[src/rtl/nfs_pkg.sv]
// ----------------------------------------------------------------------------
// nfs_pkg
// Types and constants shared by the nearest fingerprint search block.
// ----------------------------------------------------------------------------
package nfs_pkg;

  localparam int unsigned READ_W    = 16;  // Q8.8 reading
  localparam int unsigned SQ_W      = 32;  // one squared difference, < 2^32
  localparam int unsigned DIST_W    = 34;  // sum over up to four sensors
  localparam int unsigned CFG_W     = 5;
  localparam int unsigned POS_W     = 8;   // scan position, grids up to 256
  localparam int unsigned OUT_POS_W = 4;
  localparam int unsigned APB_AW    = 3;
  localparam int unsigned APB_DW    = 32;

  localparam logic [CFG_W-1:0] ROWS_RST = 5'd16;
  localparam logic [CFG_W-1:0] COLS_RST = 5'd16;

  typedef enum logic {
    OP_WRITE = 1'b0,
    OP_QUERY = 1'b1
  } opcode_e;

  // Register select, taken from paddr[2]
  typedef enum logic {
    REG_ROWS = 1'b0,
    REG_COLS = 1'b1
  } reg_idx_e;

  typedef enum logic [2:0] {
    ST_CLEAR,
    ST_IDLE,
    ST_SCAN,
    ST_FLUSH,
    ST_HOLD
  } state_e;

  typedef struct packed {
    logic             valid;
    logic             last;
    logic [POS_W-1:0] row;
    logic [POS_W-1:0] col;
  } scan_tag_t;

  typedef struct packed {
    logic              found;
    logic [POS_W-1:0]  row;
    logic [POS_W-1:0]  col;
    logic [DIST_W-1:0] dist_sq;
  } best_t;

endpackage

[src/rtl/nfs_merge.sv]
// ----------------------------------------------------------------------------
// nfs_merge
// Sums the lane squares of one cell, then keeps the first cell with the
// least distance seen since the query started.
// ----------------------------------------------------------------------------
module nfs_merge #(
  parameter int unsigned SENSORS = 4
) (
  input  logic                     clk_i,
  input  logic                     rst_ni,
  input  logic                     start_i,
  input  nfs_pkg::scan_tag_t       tag_i,
  input  logic [nfs_pkg::SQ_W-1:0] sq_i [SENSORS],
  output nfs_pkg::best_t           best_o,
  output logic                     done_o
);

  logic [nfs_pkg::DIST_W-1:0] sum_d, sum_q;
  nfs_pkg::scan_tag_t         tag_q;
  nfs_pkg::best_t             best_d, best_q;
  logic                       done_d, done_q;

  always_comb begin
    sum_d = '0;
    for (int s = 0; s < SENSORS; s++) begin
      sum_d = sum_d + nfs_pkg::DIST_W'(sq_i[s]);
    end
  end

  always_ff @(posedge clk_i) begin
    sum_q <= sum_d;
  end

  // Strict less-than keeps the earlier cell on a tie
  always_comb begin
    best_d = best_q;
    done_d = 1'b0;
    if (start_i) begin
      best_d = '0;
    end else if (tag_q.valid) begin
      done_d = tag_q.last;
      if (!best_q.found || (sum_q < best_q.dist_sq)) begin
        best_d.found   = 1'b1;
        best_d.row     = tag_q.row;
        best_d.col     = tag_q.col;
        best_d.dist_sq = sum_q;
      end
    end
  end

  always_ff @(posedge clk_i or negedge rst_ni) begin
    if (!rst_ni) begin
      tag_q  <= '0;
      best_q <= '0;
      done_q <= 1'b0;
    end else begin
      tag_q  <= tag_i;
      best_q <= best_d;
      done_q <= done_d;
    end
  end

  assign best_o = best_q;
  assign done_o = done_q;

endmodule

[config.mk]
export PLATFORM = sky130hd
export DESIGN_NAME = nfs_merge
export DESIGN_NICKNAME = d
export VERILOG_FILES = /design/src/rtl/nfs_pkg.sv /design/src/rtl/nfs_merge.sv
export SDC_FILE = /design/constraint.sdc
export NUM_CORES = 1
export LEC_CHECK = 0
export BUFFER_PORTS_ARGS = -buffer_cell sky130_fd_sc_hd__buf_4
export CAP_MARGIN = 10
export CORE_MARGIN = 2
export CORE_UTILIZATION = 24
export CTS_CLUSTER_DIAMETER = 30
export DETAILED_ROUTE_END_ITERATION = 8
export PLACE_DENSITY = 0.4
export SKIP_CTS_REPAIR_TIMING = 1
export SKIP_LAST_GASP = 1
export SYNTH_ARGS = -nofsm -noshare
export SYNTH_HDL_FRONTEND = slang
export SYNTH_SLANG_ARGS = --single-unit
[constraint.sdc]
create_clock -name clk_i -period 4.4 [get_ports clk_i]
set_clock_uncertainty 0.15 [all_clocks]
set_input_delay 0.66 -clock clk_i [delete_from_list [all_inputs] [get_ports clk_i]]
set_output_delay 0.66 -clock clk_i [all_outputs]
set_load 0.01 [all_outputs]
### Word-level counts from Yosys, hierarchy flattened

Index checks and enable logic that the tools add are counted.

| storage, ports and cells | value |
|---|---|
| register bits after elaboration | 104 |
| input bits | 149 |
| logic and storage cells | 24 |

| operators by class | value |
|---|---|
| add/sub/neg operators | 3 |
| magnitude comparators | 1 |
| mux-type cells | 5 |
| reduce and logical (&&, ||, !) cells | 5 |

Operator list:

| cell | number |
|---|---|
| 51-bit 2-to-1 mux | 3 |
| 33-bit by 32-bit adder with 34-bit output | 1 |
| 34-bit by 32-bit adder with 34-bit output | 1 |
| 34-bit < comparator | 1 |
| 32-bit by 32-bit adder with 33-bit output | 1 |
| 2-bit nonzero test | 2 |
| 1-bit 2-to-1 mux | 2 |
| 2-bit AND reduction | 1 |
| 1-bit logical NOT | 1 |
| 1-bit logical OR | 1 |

### Longest topological paths before layout

| depth | value |
|---|---|
| depth in word-level cells | 5 |
| depth in mapped cells | 13 |
| mapped depth without buffers | 13 |

### Worst setup path before layout

No wires, ideal clock.

| path | value |
|---|---|
| path kind | input to register |
| start | input port sq_i[1] (netlist bit) |
| end | register sum_q[27] (netlist bit) |
| arrival | 3799 ps |
| setup slack | 379 ps |
| stages on the path | 13 |
| buffers on the path | 0 |
| cells stage by stage | inv_1 -> fa_1 -> inv_1 -> fa_1 -> ha_1 -> fa_1 -> a21oi_1 -> o22ai_1 -> o21ai_0 -> a31oi_1 -> a221o_1 -> a41oi_1 -> xnor2_1 |

| between the ends | value |
|---|---|
| word-level cells in the longest chain between the ends | 1 |

RTL lines:

| item | line | text |
|---|---|---|
| start, declared | nfs_merge.sv:13 | `input logic [nfs_pkg::SQ_W-1:0] sq_i [SENSORS],` |
| 34-bit by 32-bit adder with 34-bit output | nfs_merge.sv:26 | `sum_d = sum_d + nfs_pkg::DIST_W'(sq_i[s]);` |
| net sum_d, one bit | nfs_merge.sv:18 | `logic [nfs_pkg::DIST_W-1:0] sum_d, sum_q;` |
| end signal, assigned | nfs_merge.sv:31 | `sum_q <= sum_d;` |
| end, declared | nfs_merge.sv:18 |  |

The timed path passes the listed nets, and every way through them passes these cells.
A chain may end at the register's enable or synchronous reset.

### Worst setup path in the final report

Same ends and word-level chain as after synthesis.

==> metrics <==
status=finished, final reports clean; DR iter-0 viols=236; cell count after synthesis=~840; top cell type's share of synthesized area=0.229; Final setup viols=0; met1 usage=0.165; Yosys cell types=50; gr usage total=0.122; final wirelength=slightly below 20000 um; Num CTS Buffers=9; H-tree levels=3; ys async rst share=0.673; CTS tree=built; NetSw=between 0.0015 and 0.002 W; post-route ant nets=0; DR pass1 iterations=6; area of the mapped netlist=approximately 7600 um2; # IOs=around 200; EDFF count, synth=0; first-pass GRT wire length=32700 um; FF+latch count, synth=about 100; Tmin final=about 4.1 ns; fin area=9930 um2; Slew @ Worst Pin=~0.95 ns; CP required=4.53 ns; max cap viols=0; fin nets=around 1300; root buffer cell=clkbuf_16; buffers added on ports=200; Crit Path Class=input port to flop; yosys warns=0; WL/cell=~13 um; core footprint=between 30000 and 40000 um2; Synth Net Count=between 1000 and 1500; GR Util met2=0.201; vias in the first global route=roughly 6500; Max rail drop VDD=approximately 0.18 mV; part of the power in registers=0.310; Max Slew Vio Count=0; Slew headroom=0.364; largest net degree at the start of global routing=71; Max Freq=about 250 MHz; Mapped Avg Cell Area=just over 9 um2; Vias=around 6200; Layout area overhead=30.0%; # diodes=0; top_reg_cell synth=dfrtp_1; Post-DP Area=9660 um2; antenna violations before repair=0; worst hold-check path type=input port to flop; switching share of power=0.397; count leader, synth=inv_1; Lkg Pwr=5.13 nW; Initial Utilization=0.243; dpl ws=-0.0359 ns; # rows=65; share of cells above drive strength 1=0.223; total power=between 0.004 and 0.005 W; leading area contributor after synthesis=dfrtp_1; crit path DAT=around 4.2 ns; register area share after synthesis=0.318; Pwr Density=453 nW/um2; Die X=182 um; setup_tns=0 ns; GP Congestion=about 0.76; grt met3 use=0.0249; CTS clk-pin slew, worst paths=0.07 ns; Synth area leaders=dfrtp_1 (23%), fa_1 (17%), ha_1 (11%); PnR worst setup slack=0.328 ns; Final Hold Viols=0; Post-synth top cells=inv_1 (216), dfrtp_1 (70), ha_1 (66), fa_1 (64), nand3_1 (59); most used routing layer=met2; Logic pwr share=0.523; worst skew pair latency=about 0.35 ns; # fillers=~3400; nature of the critical path endpoint=flop; gr ovfl total=0; Core Util, Final=0.315; Worst Path Max Fanout=6; Die Y=182 um; Via density=between 4 and 5; Clock Power Share=0.167; RSZ-0062 raised after global routing=no; Final HPWL DP=15300 um; Die ar.=33300 um2; final worst-path cycle share=0.926; CTS max path bufs=2; Remaining DRCs=0; Internal Pwr Total=about 0.0027 W; Sink Count=about 100; startpoint types=input port
==> logic make-up (layout without fill, tap and decap cells) <==
group,after synthesis,count (layout),share of synthesized area
AO/OA/AOI/OAI,172,172,0.146
XOR/XNOR,26,26,0.0298
adder cells (fa/ha/maj),130,130,0.276
buffers and inverters,244,447,0.122
flip-flops,104,104,0.318
multiplexers,2,2,0.00279
AND/OR/NAND/NOR,161,161,0.105
==> critical path: stages <==
cell	delay, ns
buf_4	0.08
inv_1	0.04
fa_1	0.53
inv_1	0.05
fa_1	0.45
ha_1	0.24
fa_1	0.39
a21oi_1	0.22
o22ai_1	0.15
o21ai_0	0.19
buf_4	0.15
a31oi_1	0.15
a221o_1	0.47
a41oi_1	0.28
xnor2_1	0.14
==> cell usage in the layout, fill, tap and decap left out, types with 3 or more instances in the layout <==
| master | netlist | routed |
|---|---|---|
| fa_1 | 64 | 64 |
| ha_1 | 66 | 66 |
| buf_4 | 0 | 213 |
| nand2b_1 | 3 | 3 |
| dfxtp_1 | 34 | 34 |
| a21o_1 | 21 | 21 |
| and3_1 | 6 | 6 |
| o21ai_1 | 18 | 18 |
| o21ai_0 | 17 | 17 |
| nand4_1 | 7 | 7 |
| dfrtp_1 | 70 | 70 |
| nor2_1 | 14 | 14 |
| inv_1 | 216 | 216 |
| and4_1 | 5 | 5 |
| nand3_1 | 59 | 59 |
| o211ai_1 | 4 | 4 |
| xor2_1 | 12 | 12 |
| clkbuf_16 | 0 | 9 |
| nor4_1 | 3 | 3 |
| a31oi_1 | 10 | 10 |
| nor2b_1 | 5 | 5 |
| xnor2_1 | 14 | 14 |
| a21oi_1 | 42 | 42 |
| nand2_1 | 41 | 41 |
| nor3_1 | 11 | 11 |
| o21a_1 | 6 | 6 |
| clkbuf_1 | 17 | 4 |
| o31ai_1 | 33 | 33 |
==> per-stage QoR <==
step	cells	hold slack (ns)
2_1_floorplan	839	0.214
3_3_place_gp	1428	0.307
3_5_place_dp	1428	0.316
4_1_cts	1444	0.249
5_1_grt	1444	0.243
6_report	1444	0.263
==> state kept, by name, summed over array words and instances (netlist names) <==
| signal | flops |
|---|---|
| best_o | 51 |
| done_o | 1 |
| tag_q | 18 |
| sum_q | 34 |
==> final cells by class <==
cell class,count,area (um2),share of cell area
Timing Repair Buffer,214,1620,0.163
Tap cell,402,503,0.0507
Multi-Input combinational cell,491,4290,0.432
Clock inverter,2,16.3,0.00164
Inverter,217,815,0.0821
Clock buffer,14,254,0.0256
Sequential cell,104,2430,0.245
==> power groups by stage <==
stage / clock (W) / sequential (W) / combinational (W)
final: 0.000752 / 0.00139 / 0.00235
after global routing: 0.000826 / 0.00143 / 0.00271
after CTS: 0.000783 / 0.00140 / 0.00240
after detailed placement: 0 / 0.00142 / 0.00238
after global placement: 0 / 0.00142 / 0.00239
after floorplan: 0 / 0.00140 / 0.00158
==> worst paths after layout <==
kind                       slack, ns          to  cells after the start  startpoint
min                             0.26   tag_q[17]                      1   tag_i[17]
min in group asynchronous       0.29   best_o[2]                      1      rst_ni
max reg2reg                     1.04  best_o[16]                     10  best_o[12]
min reg2reg                     0.32   best_o[0]                      2    sum_q[0]
max                             0.33   sum_q[27]                     15     sq_i[1]
max in group asynchronous       3.17    tag_q[2]                      1      rst_ni
==> routing by layer <==
metal | part of all wire | wire length, um | vias up
li1 | - | - | 3124
met1 | 0.48 | 9400 | 2916
met2 | 0.45 | 8820 | 137
met3 | 0.052 | 1010 | 12
met4 | 0.010 | 195 | 0
met5 | 0 | 0 | -
(Power assumes the default switching activity.)
