**src/rtl/nfs_pkg.sv**
```systemverilog
// ----------------------------------------------------------------------------
// nfs_pkg
// Types and constants shared by the nearest fingerprint search block.
// ----------------------------------------------------------------------------
package nfs_pkg;

  localparam int unsigned READ_W    = 16;  // Q8.8 reading
  localparam int unsigned SQ_W      = 32;  // one squared difference, < 2^32
  localparam int unsigned DIST_W    = 34;  // sum over up to four sensors
  localparam int unsigned CFG_W     = 5;
  localparam int unsigned POS_W     = 8;   // scan position, grids up to 256
  localparam int unsigned OUT_POS_W = 4;
  localparam int unsigned APB_AW    = 3;
  localparam int unsigned APB_DW    = 32;

  localparam logic [CFG_W-1:0] ROWS_RST = 5'd16;
  localparam logic [CFG_W-1:0] COLS_RST = 5'd16;

  typedef enum logic {
    OP_WRITE = 1'b0,
    OP_QUERY = 1'b1
  } opcode_e;

  // Register select, taken from paddr[2]
  typedef enum logic {
    REG_ROWS = 1'b0,
    REG_COLS = 1'b1
  } reg_idx_e;

  typedef enum logic [2:0] {
    ST_CLEAR,
    ST_IDLE,
    ST_SCAN,
    ST_FLUSH,
    ST_HOLD
  } state_e;

  typedef struct packed {
    logic             valid;
    logic             last;
    logic [POS_W-1:0] row;
    logic [POS_W-1:0] col;
  } scan_tag_t;

  typedef struct packed {
    logic              found;
    logic [POS_W-1:0]  row;
    logic [POS_W-1:0]  col;
    logic [DIST_W-1:0] dist_sq;
  } best_t;

endpackage

```
**src/rtl/nfs_ram.sv**
```systemverilog
// ----------------------------------------------------------------------------
// nfs_ram
// Generic single write port, single read port RAM with registered read.
// ----------------------------------------------------------------------------
module nfs_ram #(
  parameter int unsigned WIDTH = 16,
  parameter int unsigned DEPTH = 256,
  localparam int unsigned AW = (DEPTH > 1) ? $clog2(DEPTH) : 1
) (
  input  logic             clk_i,
  input  logic             we_i,
  input  logic [AW-1:0]    waddr_i,
  input  logic [WIDTH-1:0] wdata_i,
  input  logic [AW-1:0]    raddr_i,
  output logic [WIDTH-1:0] rdata_o
);

  logic [WIDTH-1:0] mem_q [DEPTH];
  logic [WIDTH-1:0] rdata_q;

  always_ff @(posedge clk_i) begin
    if (we_i) begin
      mem_q[waddr_i] <= wdata_i;
    end
    rdata_q <= mem_q[raddr_i];
  end

  assign rdata_o = rdata_q;

endmodule

```
**src/rtl/nfs_lane.sv**
```systemverilog
// ----------------------------------------------------------------------------
// nfs_lane
// One sensor lane: holds that sensor's calibration readings and squares the
// difference to the measurement for the cell being scanned.
// ----------------------------------------------------------------------------
module nfs_lane #(
  parameter int unsigned DEPTH = 256,
  localparam int unsigned AW = (DEPTH > 1) ? $clog2(DEPTH) : 1
) (
  input  logic                      clk_i,
  input  logic                      we_i,
  input  logic [AW-1:0]             waddr_i,
  input  logic [nfs_pkg::READ_W-1:0] wdata_i,
  input  logic [AW-1:0]             raddr_i,
  input  logic                      load_i,
  input  logic [nfs_pkg::READ_W-1:0] meas_i,
  output logic [nfs_pkg::SQ_W-1:0]  sq_o
);

  localparam int unsigned RW = nfs_pkg::READ_W;

  logic [RW-1:0]            stored;
  logic [RW-1:0]            meas_q;
  logic signed [RW:0]       diff;
  logic signed [2*RW+1:0]   prod;
  logic [nfs_pkg::SQ_W-1:0] sq_q;

  nfs_ram #(
    .WIDTH(RW),
    .DEPTH(DEPTH)
  ) u_ram (
    .clk_i  (clk_i),
    .we_i   (we_i),
    .waddr_i(waddr_i),
    .wdata_i(wdata_i),
    .raddr_i(raddr_i),
    .rdata_o(stored)
  );

  always_ff @(posedge clk_i) begin
    if (load_i) begin
      meas_q <= meas_i;
    end
  end

  // Difference lies within +-65535, so the square fits in 32 bits
  assign diff = $signed({meas_q[RW-1], meas_q}) - $signed({stored[RW-1], stored});
  assign prod = diff * diff;

  always_ff @(posedge clk_i) begin
    sq_q <= prod[nfs_pkg::SQ_W-1:0];
  end

  assign sq_o = sq_q;

endmodule

```
**config.mk**
```make
export PLATFORM = sky130hd
export DESIGN_NAME = nfs_lane
export DESIGN_NICKNAME = d
export VERILOG_FILES = /design/src/rtl/nfs_pkg.sv /design/src/rtl/nfs_ram.sv /design/src/rtl/nfs_lane.sv
export SDC_FILE = /design/constraint.sdc
export NUM_CORES = 2
export LEC_CHECK = 0
export CELL_PAD_IN_SITES_DETAIL_PLACEMENT = 0
export CELL_PAD_IN_SITES_GLOBAL_PLACEMENT = 1
export CORE_ASPECT_RATIO = 1.2
export CORE_MARGIN = 2
export CORE_UTILIZATION = 50
export CTS_BUF_LIST = sky130_fd_sc_hd__clkbuf_16
export CTS_CLUSTER_SIZE = 20
export DETAILED_ROUTE_END_ITERATION = 10
export DONT_BUFFER_PORTS = 1
export GPL_TIMING_DRIVEN = 0
export MAX_ROUTING_LAYER = met4
export PLACE_DENSITY_LB_ADDON = 0.1
export SKIP_CTS_REPAIR_TIMING = 1
export SLEW_MARGIN = 20
export SYNTH_ARGS = -nofsm -noshare
export SYNTH_HDL_FRONTEND = slang
export SYNTH_SLANG_ARGS = --single-unit
```
**constraint.sdc**
```tcl
create_clock -name clk_i -period 10.9 [get_ports clk_i]
set_input_delay 1.09 -clock clk_i [delete_from_list [all_inputs] [get_ports clk_i]]
set_output_delay 1.09 -clock clk_i [all_outputs]
set_load 0.02 [all_outputs]
```
[Word level (Yosys, flattened, before mapping)]
Memory sizes are Yosys's and may differ from the RTL's. A register that Yosys moved wholly into a read port is not among the register bits.
Cells that the tools add are included.
Operators by class
  add/sub/neg operators: 1
  multipliers: 1
  mux-type cells: 2
Operators by type and width (number)
  $mul 17x17->32: 1
  $sub 16x16->17: 1
  $mux 1: 2
Word-level totals
  flip-flop bits (word level): 48
  bits in writable memories: 4096
  input bits: 51
  logic and storage cells: 7
  memories: 1
Memory list
  u_ram.mem_q: words 256, bits a word 16, read ports 1, clocked after Yosys merged registers in 1, write ports 1, RTL line nfs_ram.sv:18  | logic [WIDTH-1:0] mem_q [DEPTH];

[Depth between registers and ports, before layout]
  depth after elaboration: 2
  gate-level depth with buffers: 33

[By module]
From an unflattened synthesis, not the netlist that was laid out.
Unflattened totals
  cell total of the unflattened synthesis: 8548
  area total of the unflattened synthesis: 169949.2 um^2
Modules (own cells, without submodules)
  nfs_ram: times used 1, cells an instance 7360, area each 158714.7 um^2
  nfs_lane: times used 1, cells an instance 1188, area each 11234.5 um^2

[Worst setup path after synthesis]
No wires, ideal clock.
  kind: reg-to-reg
  start point: register meas_q[0]
  end point: register sq_q (netlist bit sq_o[31])
  setup time: 0.119 ns
  arrival: 7.534 ns
  data required time: 10.781 ns
  path slack: 3.247 ns
  cell stages (with the launch flop): 29
  path buffers: 1
  period minus slack after synthesis: 7.653 ns
  path through: edfxtp_1 inv_1 ha_1 fa_1 nor2b_1 o2111ai_1 nand3_1 a31oi_1 a2111o_1 a21o_1 a21o_1 inv_1 clkbuf_1 nor2_1 fa_1 inv_1 fa_1 inv_1 fa_1 fa_1 fa_1 fa_1 ha_1 and4_1 nand3_1 or3_1 a31oi_1 a31oi_1 xnor2_1
On the way
  longest elaborated chain between the ends: 2
Ends and longest elaborated chain
  start: declaration: RTL line nfs_lane.sv:23  | logic [RW-1:0] meas_q;
  start signal: assignment: RTL line nfs_lane.sv:42  | meas_q <= meas_i;
  $sub 16x16->17: RTL line nfs_lane.sv:47  | assign diff = $signed({meas_q[RW-1], meas_q}) - $signed({stored[RW-1], stored});
  $mul 17x17->32: RTL line nfs_lane.sv:48  | assign prod = diff * diff;
  named net prod[31]: RTL line nfs_lane.sv:25  | logic signed [2*RW+1:0] prod;
  end signal: assignment: RTL line nfs_lane.sv:51  | sq_q <= prod[nfs_pkg::SQ_W-1:0];
  end: declaration: RTL line nfs_lane.sv:26  | logic [nfs_pkg::SQ_W-1:0] sq_q;
The timed path passes the listed nets, and every way through them passes these cells.
A chain may end at the register's enable or synchronous reset.

[Worst setup path in the final report]
  start point: register meas_q[4]
  end point: register sq_q (netlist bit sq_o[30])
Same word-level chain as after synthesis.

==> impl_metrics.py <==
metrics = {
    "run_status": {
        "status": "completed",
    },
    "global_routing": {
        "grt_overflow": 0,
        "grt_pass1_wl_um": 642900,
        "grt_util_met2_pct": 44.76,
        "top_usage_layer": "met2",
        "grt_pass1_vias": 81650,
        "gr-usage-met3_pct": 5.258,
        "use_met1_pct": 36.61,
        "groute.usage.overall_pct": 28.05,
        "antenna_found_initial": 46,
        "grt_max_degree": 257,
    },
    "yosys": {
        "yosysUniqueCellTypes": 56,
        "yosys_warnings": 0,
        "syn_area_um2": 167800,
        "syn_inst": 7341,
        "ys.flop_type": "edfxtp_1",
        "synth_fa_ha_area_share_pct": 3.794,
        "yosys_register_bits": 4159,
        "synth_compound_area_share_pct": 0.3996,
        "seq_area_frac_synth_pct": 74.14,
        "synth_top_family_by_area": "multiplexers",
        "synth_top_area_share_pct": 73.58,
        "syn_area_per_cell_um2": 22.86,
        "synthMuxAreaShare_pct": 18.26,
        "synth_top_area_cell": "edfxtp_1",
        "async_reset_ff_share_pct": 0,
        "post_synth_and_or_nand_nor_area_fraction_pct": 1.471,
        "synth-edff-count": 4112,
        "syn_nets": 7746,
        "synth-xor-area-share_pct": 0.2796,
        "yosys-top-cells-area": "edfxtp_1, mux4_2, fa_1, nor2_1, inv_1",
    },
    "sta": {
        "fin_skew_ns": 0.04987,
        "maxClockFrequency_mhz": 104.0,
        "setup_viol": 0,
        "fin_crit_ns": 9.613,
        "setup_slack_ns": 1.287,
        "slew_headroom_pct": 11.89,
        "rsz0062_at_grt": "false",
        "tightest_slew_ns": 1.322,
        "final.period_utilization_pct": 88.19,
        "maxSlewViolCount": 0,
        "tns_ns": 0,
        "hold_violations": 0,
    },
    "setup_path": {
        "path_max_fanout": 10,
        "cp.buffers_inverters": 5,
        "cpPeakStageDelay_ns": 0.88,
        "worstSetupPathType": "flip-flop to flip-flop",
        "endpoint_kind": "flip-flop",
        "r2r-start": "meas_q[4]$_DFFE_PP_",
        "worstSetupStartpointType": "flip-flop",
        "critical-path-top-delay-family": "adder cells",
        "startpoint": "meas_q[4]$_DFFE_PP_",
        "reg2reg_depth": 28,
        "cp.arrival_ns": 10.52,
        "path_depth": 28,
        "rr_endpoint": "sq_o[30]$_DFF_P_",
        "regToRegSetupSlack_ns": 1.29,
        "endpoint": "sq_o[30]$_DFF_P_",
        "cpMostUsedCell": "fa_1",
        "cpMaxStageDelayCell": "a211oi_1",
        "required_ns": 11.80,
    },
    "layout": {
        "ff_latch_area_um2": 124400,
        "multi_input_area_um2": 41390,
        "layout-drive-gt1-share_pct": 31.33,
        "fin_area_um2": 191300,
        "syn_to_final_growth_pct": 13.98,
        "finalNetCount": 8423,
        "n_fill_cell": 24390,
    },
    "cts": {
        "cts_tree": "done",
        "path_clk_slew_ns": 0.06,
        "htreeDepth": 5,
        "clkSinkCount": 4159,
        "clock-root-buffer": "clkbuf_16",
        "clock_latency_ns": 0.97,
        "cts_buffer_depth": 4,
        "cts_buffers": 410,
    },
    "die": {
        "initial_core_util_pct": 50.10,
        "die_width_um": 532.9,
        "row_count": 233,
        "coreArea_um2": 335000,
        "die_h_um": 638.6,
        "die_area_um2": 340300,
        "ios": 83,
    },
    "drt": {
        "avgRoutedWirePerCell_um": 35.74,
        "drc": 0,
        "routed_wl_um": 460000,
        "drt_iter0_drc": 10160,
        "first_pass_iters": 6,
        "ant_nets": 0,
        "route.vias.total": 79450,
        "viasPerCell": 6.173,
    },
    "place": {
        "dp_hpwl_um": 310100,
        "place_area_um2": 177900,
        "pre_cts_ws_ns": 1.238,
        "port_buffers": 0,
        "gp_congestion": 0.8495,
    },
    "flow_run": {
        "maxCapViolations": 0,
    },
    "worst_hold_path": {
        "min_path_type": "primary input to flip-flop",
    },
}
## flip-flops by register name, summed over array words and instances (netlist names)
| signal | cells |
|---|---|
| u_ram.rdata_o | 16 |
| u_ram.mem_q | 4096 |
| sq_o | 31 |
| meas_q | 16 |
## Yosys cell counts, types with 10 or more instances
library cell,n
xor2_1,17
o21ai_0,19
clkbuf_1,235
nor2b_1,19
nor2_1,377
ha_1,96
a21oi_1,27
nand2_1,110
buf_1,76
nor3_1,11
fa_1,258
edfxtp_1,4112
o21a_1,10
a21o_1,10
inv_1,345
xnor2_1,34
nand3_1,30
dfxtp_1,47
nand4_1,10
mux4_2,1360
buf_2,53
## worst min path at each step
| stage | from | end | slack, ns | cells past startpoint |
|---|---|---|---|---|
| 6_report | meas_i[1] | meas_q[1]$_DFFE_PP_ | 0.21 | 0 |
| 4_1_cts | meas_i[1] | meas_q[1]$_DFFE_PP_ | 0.13 | 0 |
| 3_3_place_gp | u_ram.rdata_o[1]$_DFF_P_ | sq_o[2]$_DFF_P_ | 0.65 | 3 |
| 2_1_floorplan | meas_q[1]$_DFFE_PP_ | sq_o[2]$_DFF_P_ | 0.53 | 2 |
| 3_5_place_dp | u_ram.rdata_o[1]$_DFF_P_ | sq_o[2]$_DFF_P_ | 0.65 | 3 |
| 5_1_grt | meas_i[1] | meas_q[1]$_DFFE_PP_ | 0.17 | 0 |
## cells in the final DEF, fill, tap and decap left out, types with 18 or more instances in the layout
master	instances
fa_1	258
dfxtp_1	47
buf_8	72
clkbuf_16	422
diode_2	47
nor2_2	236
nor2b_1	19
buf_6	165
buf_2	71
clkinv_1	93
nor2_4	20
inv_1	426
edfxtp_1	4112
nand3_1	30
a21oi_1	27
clkinv_2	83
o21ai_0	19
clkbuf_1	172
buf_16	18
ha_1	96
nor2_1	121
clkbuf_2	63
xnor2_1	31
mux4_2	1360
buf_1	55
nand2_1	110
bufinv_16	38
## logic make-up after synthesis
| group | Yosys count |
|---|---|
| multiplexers | 1361 |
| AND/OR/NAND/NOR | 595 |
| AO/OA/AOI/OAI | 102 |
| XOR/XNOR | 52 |
| buffers and inverters | 717 |
| flip-flops | 4159 |
| adder cells (fa/ha/maj) | 354 |
| other | 1 |
## layer usage
metal	wire, um	vias up	share of wire [%]
met5	0	-	0
met4	17240	0	3.7
met3	35220	626	7.7
met2	229400	3226	50
met1	178200	43700	39
li1	-	31900	-
## through the flow
| stage | cells | hold slack (ns) | util (%) |
|---|---|---|---|
| 6_report | 12870 | 0.2108 | 57.10 |
| 5_1_grt | 12850 | 0.1657 | 57.08 |
| 4_1_cts | 12830 | 0.1295 | 57.06 |
| 3_5_place_dp | 12070 | 0.6526 | 53.11 |
| 3_3_place_gp | 11810 | 0.6453 | 51.77 |
| 2_1_floorplan | 7341 | 0.5299 | - |
## layout make-up
cell class	count	area share [%]
flip-flops and latches	4159	65.05
multi-input cells	2465	21.64
clock buffers	422	5.521
well taps	4465	2.921
repair buffers	265	1.905
clock inverters	332	1.391
plain buffers	367	0.8217
inverters	350	0.6869
diodes	47	0.06149
Power is not shown: default switching activity piles up to over one toggle a cycle in this logic, so the estimate is an artifact.
